==> config.mk <==
export PLATFORM = sky130hd
export DESIGN_NAME = skt_ctrl
export DESIGN_NICKNAME = d
export VERILOG_FILES = /design/src/hdl/skt_pkg.sv /design/src/hdl/skt_ctrl.sv
export SDC_FILE = /design/constraint.sdc
export NUM_CORES = 1
export LEC_CHECK = 0
export ABC_AREA = 1
export BUFFER_PORTS_ARGS = -buffer_cell sky130_fd_sc_hd__buf_2
export CAP_MARGIN = 20
export CORE_ASPECT_RATIO = 1.2
export CORE_MARGIN = 2
export CORE_UTILIZATION = 55
export CTS_BUF_LIST = sky130_fd_sc_hd__clkbuf_16
export DETAILED_ROUTE_END_ITERATION = 10
export PLACE_DENSITY = 0.86
export SLEW_MARGIN = 20
export SYNTH_ARGS = -nofsm -noshare
export SYNTH_HDL_FRONTEND = slang
export SYNTH_SLANG_ARGS = --single-unit
==> constraint.sdc <==
create_clock -name clk -period 11 [get_ports clk]
set_input_delay 0.55 -clock clk [delete_from_list [all_inputs] [get_ports clk]]
set_output_delay 0.55 -clock clk [all_outputs]
set_load 0.02 [all_outputs]
==> src/hdl/skt_pkg.sv <==
// ----------------------------------------------------------------------------
// skt_pkg
// Types and constants shared by the sorted key table blocks.
// ----------------------------------------------------------------------------
package skt_pkg;

  localparam int CAPACITY = 256;
  localparam int KEY_BITS = 64;
  localparam int IDX_W    = $clog2(CAPACITY);
  localparam int CNT_W    = $clog2(CAPACITY + 1);
  localparam int KEY_IN_W = 64;
  localparam int INDEX_W  = 8;
  localparam int HANDLE_W = 32;
  localparam int MODE_W   = 16;

  typedef enum logic [1:0] {
    REQ_ADD      = 2'd0,
    REQ_LOOKUP   = 2'd1,
    REQ_SET_MODE = 2'd2,
    REQ_CLEAR    = 2'd3
  } req_type_t;

  typedef enum logic [2:0] {
    ST_INSERTED    = 3'd0,
    ST_OVERWRITTEN = 3'd1,
    ST_REJECTED    = 3'd2,
    ST_FULL        = 3'd3,
    ST_FOUND       = 3'd4,
    ST_NOT_FOUND   = 3'd5,
    ST_CLEARED     = 3'd6
  } status_t;

  typedef struct packed {
    req_type_t             req_type;
    logic [KEY_IN_W-1:0]   key;
    logic [HANDLE_W-1:0]   handle;
    logic [MODE_W-1:0]     mode_value;
  } req_t;

  typedef struct packed {
    status_t               status;
    logic [INDEX_W-1:0]    index;
    logic [HANDLE_W-1:0]   found_handle;
    logic [MODE_W-1:0]     old_mode;
  } rsp_t;

  typedef struct packed {
    logic [KEY_BITS-1:0]   key;
    logic [HANDLE_W-1:0]   handle;
    logic [MODE_W-1:0]     mode;
  } entry_t;

  typedef struct packed {
    logic                  we;
    logic [IDX_W-1:0]      waddr;
    entry_t                wdata;
    logic [IDX_W-1:0]      raddr;
  } mem_req_t;

  typedef enum logic [2:0] {
    S_IDLE,
    S_SEARCH,
    S_CMP,
    S_CHECK,
    S_DECIDE,
    S_SHIFT_RD,
    S_SHIFT_WR,
    S_DONE
  } state_t;

endpackage

==> src/hdl/skt_ctrl.sv <==
// ----------------------------------------------------------------------------
// skt_ctrl
// Binary search, insert shift and entry update sequencer over the table RAM.
// ----------------------------------------------------------------------------
module skt_ctrl (
  input  logic              clk,
  input  logic              rst_n,
  input  logic              cfg_we,
  input  logic              cfg_wdata,
  input  logic              in_valid,
  output logic              in_ready,
  input  skt_pkg::req_t     in_data,
  output logic              res_valid,
  input  logic              res_ready,
  output skt_pkg::rsp_t     res_data,
  output skt_pkg::mem_req_t mem_ctl,
  input  skt_pkg::entry_t   mem_rdata
);

  skt_pkg::state_t               state_r, state_nxt;
  skt_pkg::req_t                 req_r;
  skt_pkg::rsp_t                 res_r;
  logic [skt_pkg::CNT_W-1:0]     count_r;
  logic [skt_pkg::CNT_W-1:0]     lo_r;
  logic [skt_pkg::CNT_W-1:0]     hi_r;
  logic [skt_pkg::CNT_W-1:0]     j_r;
  logic                          ovr_r;
  logic                          hit_r;
  logic [skt_pkg::HANDLE_W-1:0]  fh_r;
  logic [skt_pkg::MODE_W-1:0]    om_r;

  logic [skt_pkg::CNT_W-1:0]     mid;
  logic [skt_pkg::CNT_W-1:0]     j_dec;
  logic [skt_pkg::KEY_BITS-1:0]  req_key;
  logic                          is_full;
  logic                          do_insert;

  assign mid       = lo_r + ((hi_r - lo_r) >> 1);
  assign j_dec     = j_r - skt_pkg::CNT_W'(1);
  assign req_key   = req_r.key[skt_pkg::KEY_BITS-1:0];
  assign is_full   = (count_r == skt_pkg::CNT_W'(skt_pkg::CAPACITY));
  assign do_insert = (req_r.req_type == skt_pkg::REQ_ADD) && !hit_r && !is_full;

  // next state
  always_comb begin
    state_nxt = state_r;
    unique case (state_r)
      skt_pkg::S_IDLE: begin
        if (in_valid) begin
          state_nxt = (in_data.req_type == skt_pkg::REQ_CLEAR) ? skt_pkg::S_DECIDE
                                                                : skt_pkg::S_SEARCH;
        end
      end
      skt_pkg::S_SEARCH: begin
        if (lo_r < hi_r) begin
          state_nxt = skt_pkg::S_CMP;
        end else if (lo_r < count_r) begin
          state_nxt = skt_pkg::S_CHECK;
        end else begin
          state_nxt = skt_pkg::S_DECIDE;
        end
      end
      skt_pkg::S_CMP:      state_nxt = skt_pkg::S_SEARCH;
      skt_pkg::S_CHECK:    state_nxt = skt_pkg::S_DECIDE;
      skt_pkg::S_DECIDE: begin
        state_nxt = do_insert ? skt_pkg::S_SHIFT_RD : skt_pkg::S_DONE;
      end
      skt_pkg::S_SHIFT_RD: begin
        state_nxt = (j_r > lo_r) ? skt_pkg::S_SHIFT_WR : skt_pkg::S_DONE;
      end
      skt_pkg::S_SHIFT_WR: state_nxt = skt_pkg::S_SHIFT_RD;
      skt_pkg::S_DONE: begin
        if (res_ready) begin
          state_nxt = skt_pkg::S_IDLE;
        end
      end
      default:             state_nxt = skt_pkg::S_IDLE;
    endcase
  end

  // outputs and ram control
  always_comb begin
    in_ready  = 1'b0;
    res_valid = 1'b0;
    mem_ctl   = '0;
    unique case (state_r)
      skt_pkg::S_IDLE: begin
        in_ready = 1'b1;
      end
      skt_pkg::S_SEARCH: begin
        mem_ctl.raddr = (lo_r < hi_r) ? mid[skt_pkg::IDX_W-1:0]
                                      : lo_r[skt_pkg::IDX_W-1:0];
      end
      skt_pkg::S_DECIDE: begin
        mem_ctl.waddr     = lo_r[skt_pkg::IDX_W-1:0];
        mem_ctl.wdata.key = req_key;
        if (req_r.req_type == skt_pkg::REQ_ADD && hit_r && ovr_r) begin
          mem_ctl.we           = 1'b1;
          mem_ctl.wdata.handle = req_r.handle;
          mem_ctl.wdata.mode   = req_r.mode_value;
        end else if (req_r.req_type == skt_pkg::REQ_SET_MODE && hit_r) begin
          mem_ctl.we           = 1'b1;
          mem_ctl.wdata.handle = fh_r;
          mem_ctl.wdata.mode   = req_r.mode_value;
        end
      end
      skt_pkg::S_SHIFT_RD: begin
        mem_ctl.raddr = j_dec[skt_pkg::IDX_W-1:0];
        if (j_r <= lo_r) begin
          mem_ctl.we           = 1'b1;
          mem_ctl.waddr        = lo_r[skt_pkg::IDX_W-1:0];
          mem_ctl.wdata.key    = req_key;
          mem_ctl.wdata.handle = req_r.handle;
          mem_ctl.wdata.mode   = req_r.mode_value;
        end
      end
      skt_pkg::S_SHIFT_WR: begin
        mem_ctl.we    = 1'b1;
        mem_ctl.waddr = j_r[skt_pkg::IDX_W-1:0];
        mem_ctl.wdata = mem_rdata;
      end
      skt_pkg::S_DONE: begin
        res_valid = 1'b1;
      end
      default: begin
        in_ready = 1'b0;
      end
    endcase
  end

  assign res_data = res_r;

  // control state
  always_ff @(posedge clk) begin
    if (!rst_n) begin
      state_r <= skt_pkg::S_IDLE;
      count_r <= '0;
      ovr_r   <= 1'b1;
    end else begin
      state_r <= state_nxt;
      if (cfg_we) begin
        ovr_r <= cfg_wdata;
      end
      if (state_r == skt_pkg::S_DECIDE && req_r.req_type == skt_pkg::REQ_CLEAR) begin
        count_r <= '0;
        ovr_r   <= 1'b1;
      end
      if (state_r == skt_pkg::S_SHIFT_RD && j_r <= lo_r) begin
        count_r <= count_r + skt_pkg::CNT_W'(1);
      end
    end
  end

  // datapath
  always_ff @(posedge clk) begin
    case (state_r)
      skt_pkg::S_IDLE: begin
        if (in_valid) begin
          req_r <= in_data;
          lo_r  <= '0;
          hi_r  <= count_r;
          hit_r <= 1'b0;
          fh_r  <= '0;
          om_r  <= '0;
        end
      end
      skt_pkg::S_CMP: begin
        if (mem_rdata.key < req_key) begin
          lo_r <= mid + skt_pkg::CNT_W'(1);
        end else begin
          hi_r <= mid;
        end
      end
      skt_pkg::S_CHECK: begin
        hit_r <= (mem_rdata.key == req_key);
        fh_r  <= mem_rdata.handle;
        om_r  <= mem_rdata.mode;
      end
      skt_pkg::S_DECIDE: begin
        j_r                <= count_r;
        res_r              <= '0;
        res_r.status       <= skt_pkg::ST_NOT_FOUND;
        case (req_r.req_type)
          skt_pkg::REQ_CLEAR: begin
            res_r.status <= skt_pkg::ST_CLEARED;
          end
          skt_pkg::REQ_ADD: begin
            if (hit_r) begin
              res_r.index  <= skt_pkg::INDEX_W'(lo_r);
              res_r.status <= ovr_r ? skt_pkg::ST_OVERWRITTEN : skt_pkg::ST_REJECTED;
            end else if (is_full) begin
              res_r.status <= skt_pkg::ST_FULL;
            end else begin
              res_r.index  <= skt_pkg::INDEX_W'(lo_r);
              res_r.status <= skt_pkg::ST_INSERTED;
            end
          end
          default: begin
            if (hit_r) begin
              res_r.status       <= skt_pkg::ST_FOUND;
              res_r.index        <= skt_pkg::INDEX_W'(lo_r);
              res_r.found_handle <= fh_r;
              res_r.old_mode     <= om_r;
            end
          end
        endcase
      end
      skt_pkg::S_SHIFT_WR: begin
        j_r <= j_dec;
      end
      default: begin
        j_r <= j_r;
      end
    endcase
  end

endmodule
==> results.json, run 1 <==
{
  "r2r_slack_ns": 7.60,
  "core_area_um2": 26430,
  "placedCellCount": 2248,
  "synth.cell_area_um2": 14850,
  "synthFlopType": "edfxtp_1",
  "fin_nets": 2284,
  "seq_area_frac_synth": 0.5210,
  "power_uw": 5124,
  "dp_hpwl_mm": 34.12,
  "peakVddDrop_uv": 179.7,
  "finalSetupViolCount": 0,
  "clock_path_buffers": 3,
  "maxSlewHeadroom": 0.3115,
  "die-height_um": 184,
  "fin_area_um2": 18080,
  "cts_max_level": 1,
  "drv_cap": 0,
  "cellPowerDensity_nw_per_um2": 283.4,
  "fin_cells": 2308,
  "hold_buffers": 0,
  "seqCellArea_um2": 7737,
  "crit_type": "register to primary output",
  "viasPerCell": 5.521,
  "status": "finished, final reports clean",
  "grt_overflow_total": 0,
  "post-cts-setup-buffer-count": 0,
  "synthDistinctLibCells": 43,
  "drt_iter0_drc": 1025,
  "wl_per_cell_um": 19.49,
  "synth.avg_cell_area_um2": 9.713,
  "end_kind": "primary output",
  "ant_nets": 0,
  "p_leak_uw": 0.008692,
  "tns_ns": 0,
  "grt_pass1_wl_mm": 67.41,
  "port_buffers": 421,
  "synth_seq_cells": 262,
  "synthCells": 1529,
  "yosysWarnings": 0,
  "io_pins": 422,
  "multi_input_area_um2": 5717,
  "hp-class": "input port to register",
  "fill_cells": 1992,
  "worst-path-max-fanout": 6,
  "cts_buffers": 28,
  "die_area_um2": 28340,
  "gp_congestion": 0.9298,
  "area_growth_pct": 21.74,
  "initial_core_util": 0.5618,
  "setup_slack_ns": 6.573,
  "async_reset_ff_frac": 0,
  "die_w_um": 154,
  "finalWirelength_mm": 44.99,
  "startpoint_type": "register",
  "first_global_vias": 12590,
  "drive_gt1_frac": 0.3016,
  "synth_edf_count": 249,
  "dr.pass1.iters": 6,
  "drc_errors": 0,
  "row_count": 65,
  "hold_viol_final": 0,
  "crit_required_ns": 10.45,
  "slew_viol_final": 0,
  "dp_slack_ns": 7.191,
  "rsz0062_at_grt": "false",
  "arrival_ns": 3.88,
  "max_freq_ghz": 0.2259,
  "cts-root-buf": "clkbuf_16",
  "skew_ns": 0.01540,
  "post_dp_cell_area_um2": 17170,
  "clkLatencyLatePin_ns": 0.55,
  "grt_max_degree": 70,
  "fin_crit_sh": 0.4024,
  "antenna_found_initial": 12,
  "cts_resized": 0,
  "vias": 12740,
  "cts.sinks": 262,
  "synth_nets": 1870,
  "tightest_slew_ns": 1.031,
  "finalCriticalPeriod_ns": 4.427,
  "clk_pin_slew_ns": 0.06,
  "grtUsageTotal": 0.3055,
  "cts_tree": "done"
}
==> final cells by class <==
type	instances	area share
flip-flops and latches	262	0.4280
multi-input cells	928	0.3162
repair buffers	433	0.1215
inverters	290	0.06070
clock buffers	28	0.03876
well taps	335	0.02318
clock inverters	22	0.01024
diodes	10	0.001384
==> flip-flops by register name, summed over array words and instances, names as in the netlist <==
signal,count
req_key,64
count_r,9
req_r,50
om_r,16
lo_r,9
state_r,3
j_r,9
hit_r,1
fh_r,32
hi_r,9
ovr_r,1
res_data,59
==> kinds of logic (layout without fill, tap and decap cells) <==
| group | Yosys count | in the layout | share of synthesized area |
|---|---|---|---|
| XOR/XNOR | 17 | 17 | 0.01003 |
| AND/OR/NAND/NOR | 495 | 495 | 0.1381 |
| AO/OA/AOI/OAI | 307 | 307 | 0.1422 |
| other | 0 | 10 | 0 |
| buffers and inverters | 339 | 773 | 0.09580 |
| flip-flops | 262 | 262 | 0.5210 |
| adder cells (fa/ha/maj) | 109 | 109 | 0.09285 |
==> per-layer routing <==
layer  GRT usage  routed length, um
met2      0.5552              23020
met3     0.06436               4141
met5           0                 37
met1      0.3483              15920
met4      0.1301               1863
==> cells in the mapped netlist, types with 6 or more instances <==
cell type | instances | area share
a21oi_1 | 68 | 0.023
o22ai_2 | 6 | 0.0051
o21ai_2 | 94 | 0.055
nand2_1 | 242 | 0.061
ha_1 | 107 | 0.090
nand3_1 | 48 | 0.016
xnor2_1 | 6 | 0.0035
edfxtp_1 | 249 | 0.50
inv_1 | 283 | 0.072
buf_2 | 12 | 0.0040
xor2_1 | 11 | 0.0065
clkbuf_1 | 15 | 0.0038
nor3_1 | 16 | 0.0054
dfxtp_1 | 13 | 0.018
nor2_1 | 160 | 0.040
buf_6 | 14 | 0.011
o21ai_0 | 83 | 0.028
a32oi_1 | 32 | 0.019
nand4_1 | 11 | 0.0046
==> final timing paths <==
path                                        startpoint                    endpoint  cells after the start
worst min register to register  om_r[11]$_SDFFCE_PN0P_  res_data[11]$_SDFFCE_PP0P_                      2
worst min-delay path                       in_data[28]         req_r[28]$_DFFE_PP_                      1
worst max-delay path             lo_r[0]$_SDFFCE_PP0P_                  mem_ctl[6]                     13
worst max register to register   lo_r[0]$_SDFFCE_PP0P_       lo_r[8]$_SDFFCE_PP0P_                     14
==> stage by stage <==
stage / util / hold WS [ns]
global placement: 0.6495 / 0.5143
detailed placement: 0.6495 / 0.5249
finish: 0.6840 / 0.1684
floorplan: - / 0.4875
global route: 0.6837 / 0.1503
CTS: 0.6830 / 0.1533
==> critical path: stages, from the launching register on <==
cell and delay [ns]:
edfxtp_1 0.46, ha_1 0.26, fa_1 0.40, o21ai_0 0.41, a31oi_1 0.17, xnor2_1 0.23, ha_1 0.29, a21oi_1 0.25
nand3_1 0.12, nand2_1 0.07, nand2_1 0.15, o21ai_0 0.19, o21ai_0 0.14, buf_2 0.19
==> cells in the final DEF, fill, tap and decap left out, drive strengths merged, types with 13 or more instances in the layout <==
cell type	synthesis	layout
nor3	16	16
nor2	168	168
inv	289	293
nand2	245	245
ha	107	107
clkinv	1	14
a32oi	32	32
nand3	48	48
o21ai	182	182
a21oi	70	70
dfxtp	13	13
buf	32	433
clkbuf	17	28
edfxtp	249	249
==> power breakdown <==
part           leakage, uW  internal (uW)  switching (uW)
combinational      0.00576            773            1770
sequential         0.00248           1520             144
clock             0.000446            530             389
total              0.00869           2820            2300
Power figures use the tool's default switching activity.
==> run 2: changes to the inputs <==
--- a/config.mk
+++ b/config.mk
@@ -10,10 +10,10 @@
 export CAP_MARGIN = 20
 export CORE_ASPECT_RATIO = 1.2
 export CORE_MARGIN = 2
-export CORE_UTILIZATION = 55
+export CORE_UTILIZATION = 48
 export CTS_BUF_LIST = sky130_fd_sc_hd__clkbuf_16
 export DETAILED_ROUTE_END_ITERATION = 10
-export PLACE_DENSITY = 0.86
+export PLACE_DENSITY = 0.79
 export SLEW_MARGIN = 20
 export SYNTH_ARGS = -nofsm -noshare
 export SYNTH_HDL_FRONTEND = slang
==> constraint.sdc (replaced) <==
create_clock -name clk -period 3.85 [get_ports clk]
set_input_delay 0.1925 -clock clk [delete_from_list [all_inputs] [get_ports clk]]
set_output_delay 0.1925 -clock clk [all_outputs]
set_load 0.02 [all_outputs]
==> run 2 against run 1 <==
  * Sequential power rose to 2.9 times the previous value
  * Clock skew is 0.015 ns higher
  * Critical path depth did not move
  * Total power increased to 3.0 times the previous value
  * Core utilization decreased by 2.8 points
  * Critical endpoint is now mem_ctl[50]
==> results.json, run 2 (same netlist as run 1, synthesis figures left out) <==
{
  "status": "finished, final reports clean",
  "area_growth_pct": 34.64,
  "cellPowerDensity_nw_per_um2": 764.8,
  "cts.sinks": 262,
  "viasPerCell": 5.386,
  "gp_congestion": 0.9077,
  "die_area_um2": 32370,
  "worst-path-max-fanout": 28,
  "io_pins": 422,
  "drive_gt1_frac": 0.2949,
  "first_global_vias": 14180,
  "drt_iter0_drc": 1114,
  "tns_ns": 0,
  "row_count": 70,
  "arrival_ns": 3.47,
  "finalSetupViolCount": 0,
  "die-height_um": 196.7,
  "skew_ns": 0.03040,
  "core_area_um2": 30480,
  "drc_errors": 0,
  "crit_required_ns": 3.66,
  "largest_reg_flops": 64,
  "grt_pass1_wl_mm": 74.78,
  "grt_util_met2": 0.5294,
  "drv_cap": 0,
  "fin_crit_sh": 0.9523,
  "hp-class": "input port to register",
  "wl_per_cell_um": 19.62,
  "cts_max_level": 1,
  "setup_slack_ns": 0.1836,
  "met3_usage": 0.06292,
  "power_uw": 15290,
  "grt_max_degree": 51,
  "gr-usage-met1": 0.3357,
  "peakVddDrop_uv": 458.8,
  "finalCriticalPeriod_ns": 3.666,
  "dr.pass1.iters": 7,
  "clkLatencyLatePin_ns": 0.58,
  "maxSlewHeadroom": 0.2726,
  "p_leak_uw": 0.009486,
  "layout_commonest_cell": "buf_2",
  "top_usage_layer": "met2",
  "startpoint_type": "register",
  "cts_buffers": 28,
  "crit_type": "register to primary output",
  "vias": 13730,
  "grtUsageTotal": 0.3003,
  "clk_pin_slew_ns": 0.07,
  "cts_tree": "done",
  "rsz0062_at_grt": "false",
  "initial_core_util": 0.4872,
  "tightest_slew_ns": 1.088,
  "cts-root-buf": "clkbuf_16",
  "mostFrequentLayoutCells": "buf_2 (421), inv_1 (282), edfxtp_1 (249)",
  "slew_viol_final": 0,
  "hold_viol_final": 0,
  "fin_cells": 2549,
  "dp_slack_ns": 0.4481,
  "end_kind": "primary output",
  "grt_overflow_total": 0,
  "ant_nets": 0,
  "max_freq_ghz": 0.2728,
  "placedCellCount": 2318,
  "clock_path_buffers": 3,
  "port_buffers": 421,
  "antenna_found_initial": 4,
  "fin_nets": 2469,
  "die_w_um": 164.6,
  "finalWirelength_mm": 50.02,
  "dp_hpwl_mm": 33.51
}
run 2: changes by cell type in the layout (fill, tap and decap cells not counted), moves of 5 or more:
cell           delta
diode_2           -7
inv_1             -6
dlygate4sd3_1   +165
buf_4            +16
inv_2             +6
o21ai_0           -5
run 2: power breakdown:
part | switching (uW) | leakage [uW] | internal, uW
clock network | 1210 | 0.000445 | 1380
registers | 441 | 0.00248 | 4330
logic | 5360 | 0.00656 | 2580
run 2: layout make-up:
class / instances / area, um2
diodes: 3 / 7.507
clock buffers: 29 / 725.7
clock inverters: 23 / 136.4
fillers: 2215 / 10490
inverters: 290 / 1096
multi-input cells: 928 / 5747
flip-flops and latches: 262 / 7737
well taps: 396 / 495.5
repair buffers: 618 / 4049
run 2: worst paths after layout:
kind	end	slack (ns)	cells past startpoint	start
max	mem_ctl[50]	0.18	13	lo_r[7]$_SDFFCE_PP0P_
min	om_r[12]$_SDFFCE_PN0P_	0.04	3	mem_rdata[12]
max reg2reg	lo_r[8]$_SDFFCE_PP0P_	0.60	13	lo_r[0]$_SDFFCE_PP0P_
min reg2reg	count_r[7]$_SDFFE_PN0P_	0.53	2	count_r[7]$_SDFFE_PN0P_
run 2: layer usage:
metal / up-vias / share of wire
li1: 6345 / -
met1: 6413 / 0.35
met2: 789 / 0.51
met3: 181 / 0.087
met4: 2 / 0.056
met5: - / 0.00026
run 2: per-stage QoR:
step           area (um2)  hold WS, ns    util
2_1_floorplan       14860       0.2901       -
3_3_place_gp        17360       0.3685  0.5696
3_5_place_dp        17360       0.3706  0.5696
4_1_cts             19900     0.004687  0.6528
5_1_grt             19990      0.03864  0.6559
6_report            19990      0.04041  0.6560
run 2: repair_timing:
| action | CTS | global route |
|---|---|---|
| endpoints found under the setup margin | 3 | 5 |
| hold buffers | 165 | 0 |
| buffers inserted | 2 | 9 |
| pin swaps | 0 | 1 |
| endpoints found under the hold margin | 167 | 0 |
| gates resized for setup | 6 | 14 |
run 2: worst max-delay path: stages (launching register included):
cell	delay, ns
edfxtp_1	0.42
inv_1	0.20
ha_1	0.33
nand2_1	0.07
nor2_2	0.15
nand3_1	0.08
nand3_1	0.08
nand2_1	0.10
nand2_4	0.19
inv_8	0.13
a21oi_4	0.51
buf_4	0.33
o21ai_2	0.10
buf_2	0.17
==> run 3: changes to the inputs <==
==> config.mk (replaced) <==
export PLATFORM = sky130hd
export DESIGN_NAME = skt_ctrl
export DESIGN_NICKNAME = d
export VERILOG_FILES = /design/src/hdl/skt_pkg.sv /design/src/hdl/skt_ctrl.sv
export SDC_FILE = /design/constraint.sdc
export NUM_CORES = 1
export LEC_CHECK = 0
export ABC_AREA = 0
export CAP_MARGIN = 20
export CORE_MARGIN = 2
export CORE_UTILIZATION = 55
export CTS_BUF_LIST = sky130_fd_sc_hd__clkbuf_16
export DETAILED_ROUTE_END_ITERATION = 10
export DONT_BUFFER_PORTS = 1
export PLACE_DENSITY = 0.75
export SLEW_MARGIN = 20
export SYNTH_ARGS = -nofsm -noshare
export SYNTH_HDL_FRONTEND = slang
export SYNTH_SLANG_ARGS = --single-unit
==> run 3 against run 2 <==
  * The run now ends with setup timing left
  * Setup slack worse by 0.31 ns
  * Via count down 23%
  * Worst hold slack improved by 0.022 ns
  * Final cell count shrank 33%
  * Synthesized cell count decreased by 23%
  * Critical path type unchanged
  * Largest power group unchanged
==> results.json, run 3 <==
{
  "synthTopCellsByCount": "edfxtp_1 (249), a22o_1 (123), and2_1 (111)",
  "startpoint_type": "register",
  "cts-root-buf": "clkbuf_16",
  "clk_pin_slew_ns": 0.06,
  "grtUsageTotal": 0.3156,
  "tightest_slew_ns": 0.9214,
  "wl_per_cell_um": 25.73,
  "layout_commonest_cell": "edfxtp_1",
  "fin_cells": 1707,
  "num_antenna_cells": 0,
  "gp_congestion": 1.042,
  "post_dp_cell_area_um2": 14460,
  "die-height_um": 163.5,
  "clkLatencyLatePin_ns": 0.55,
  "die_w_um": 163.5,
  "synth.cell_area_um2": 13990,
  "crit_type": "register to primary output",
  "cts_tree": "done",
  "cts.sinks": 262,
  "largest_reg_flops": 64,
  "antenna_found_initial": 0,
  "critPathMostFrequentCell": "o21ai_1",
  "drt_iter0_drc": 1077,
  "dr.pass1.iters": 8,
  "initial_core_util": 0.5573,
  "fin_nets": 1696,
  "dp_hpwl_mm": 29.92,
  "fin_crit_sh": 1.033,
  "synth-xor-area-share": 0.01735,
  "synthCells": 1170,
  "slew_viol_final": 0,
  "hp-class": "input port to register",
  "clock_path_buffers": 3,
  "viasPerCell": 6.194,
  "mostFrequentLayoutCells": "edfxtp_1 (249), dlygate4sd3_1 (167), a22o_1 (123)",
  "end_kind": "primary output",
  "core_area_um2": 25110,
  "cpPeakStageDelay_ns": 0.42,
  "crit_chain": "buf_6, fa_2, nor2b_1, o21ai_1, a21boi_1, o21ai_1, nor2b_4, xnor2_2, ha_1, o21a_1, o21ai_1, a22o_1, xnor2_2, nor2_1, o32ai_1, buf_4",
  "critical_path.top_delay_family": "compound AO/OA/AOI/OAI gates",
  "yosysWarnings": 0,
  "path_buf_inv": 2,
  "synth_most_common_cell": "edfxtp_1",
  "crit_required_ns": 3.66,
  "rsz0062_at_grt": "true",
  "final_core_util": 0.6890,
  "startpoint": "lo_r[1]$_SDFFCE_PP0P_",
  "holdCritStartpoint": "in_data[113]",
  "synth_fa_ha_area_frac": 0.09854,
  "r2r_slack_ns": 0.17,
  "synth.avg_cell_area_um2": 11.96,
  "drive_gt1_frac": 0.08932,
  "setup_slack_ns": -0.1263,
  "p_leak_uw": 0.007097,
  "hold_viol_final": 0,
  "cts_max_level": 1,
  "hold_slack_ns": 0.06268,
  "synthFlopType": "edfxtp_1",
  "synth_area_leaders": "edfxtp_1 (53%), ha_1 (9.6%), a22o_1 (7.7%), and2_1 (5.0%), inv_1 (2.6%)",
  "r2r-start": "lo_r[1]$_SDFFCE_PP0P_",
  "crit_slowest_cell": "edfxtp_1",
  "port_buffers": 0,
  "fin_area_um2": 17300,
  "synth_top_area_share": 0.5344,
  "finalSetupViolCount": 2,
  "skew_ns": 0.01080,
  "drc_errors": 0,
  "synth_edf_count": 249,
  "ant_nets": 0,
  "io_pins": 422,
  "grt_overflow_total": 0,
  "synth_nets": 1511,
  "max_freq_ghz": 0.2515,
  "cellPowerDensity_nw_per_um2": 927.4,
  "worst-path-max-fanout": 2,
  "grt_max_degree": 65,
  "status": "complete, but fails checks",
  "tns_ns": -0.1366,
  "first_global_vias": 10730,
  "async_reset_ff_frac": 0,
  "synth_top_family_by_area": "compound AO/OA/AOI/OAI gates",
  "synth.area.mux_share": 0.006081,
  "row_count": 58,
  "synthDistinctLibCells": 62,
  "cts_buffers": 28,
  "peakVddDrop_uv": 722.8,
  "violations": "setup timing",
  "placedCellCount": 1474,
  "synth_top_area_cell": "edfxtp_1",
  "die_area_um2": 26730,
  "synth_compound_area_frac": 0.1676,
  "grt_pass1_wl_mm": 63.58,
  "maxSlewHeadroom": 0.3834,
  "drv_cap": 0,
  "vias": 10570,
  "finalWirelength_mm": 43.91,
  "finalCriticalPeriod_ns": 3.976,
  "arrival_ns": 3.78,
  "area_growth_pct": 23.63,
  "seq_area_frac_synth": 0.5530,
  "yosys.area_share.simple": 0.1161,
  "synth_seq_cells": 262
}
run 3: cell types whose count changed after synthesis, moves of 12 or more:
cell	delta
buf_6	-14
a32oi_1	-32
nor2_1	-112
a21oi_1	-17
o21ai_0	-61
a22o_1	+123
xnor2_1	+12
and2_1	+111
o21ai_2	-94
a21o_1	+41
clkbuf_1	+23
inv_1	-185
nand2_1	-185
nand3_1	-35
run 3: final cells by class:
class                      count  area [um2]
clock buffer                  28       700.7
sequential                   262        7737
inverter                      99       381.6
tap                          330       412.9
timing repair buffer         206        1997
multi-input combinational    758        5876
fill                        1747        7810
clock inverter                24       193.9
run 3: timing repair:
item	CTS	global route
setup endpoints to repair	4	6
setup buffers	10	5
pin swaps	14	13
endpoints found under the hold margin	167	0
cloned	0	0
resized for setup	17	19
hold buffers	167	0
run 3: through the flow:
step	total power, uW	setup slack [ns]
finish	16040	-0.1263
global route	16870	-0.2666
CTS	15110	-0.1074
detailed placement	11890	0.03201
global placement	11760	0.07871
floorplan	10220	0.3162
run 3: kinds of logic (layout without fill, tap and decap cells):
logic type / count (synthesis) / in the layout
multiplexers: 8 / 8
AND/OR/NAND/NOR: 301 / 301
flip-flops: 262 / 262
XOR/XNOR: 26 / 26
adder cells (fa/ha/maj): 109 / 109
AO/OA/AOI/OAI: 314 / 314
buffers and inverters: 150 / 357
run 3: metal layers:
layer,part of all wire,wire [um],up-vias,GRT usage
li1,-,-,4729,-
met1,0.37,16210,5075,0.3802
met2,0.49,21710,634,0.5401
met3,0.085,3738,136,0.07059
met4,0.051,2251,0,0.1475
met5,0,0,-,0
run 3: worst min-delay path, delay by kind of cell:
kind,cells,cell delay [ns]
AOI/OAI and AO/OA,2,0.28
and+or+nand+nor,1,0.09
run 3: worst paths after layout:
path / endpoint / depth (start not counted)
setup / recovery: mem_ctl[7] / 16
hold / removal: state_r[2]$_SDFFE_PN0P_ / 3
setup reg to reg: lo_r[8]$_SDFFCE_PP0P_ / 16
hold reg to reg: res_data[4]$_SDFFCE_PP0P_ / 1
run 3: where the power goes:
| group | switching (uW) | internal (uW) | total, uW |
|---|---|---|---|
| registers | 819 | 4340 | 5160 |
| logic | 4910 | 3350 | 8260 |
| clock network | 1160 | 1470 | 2630 |
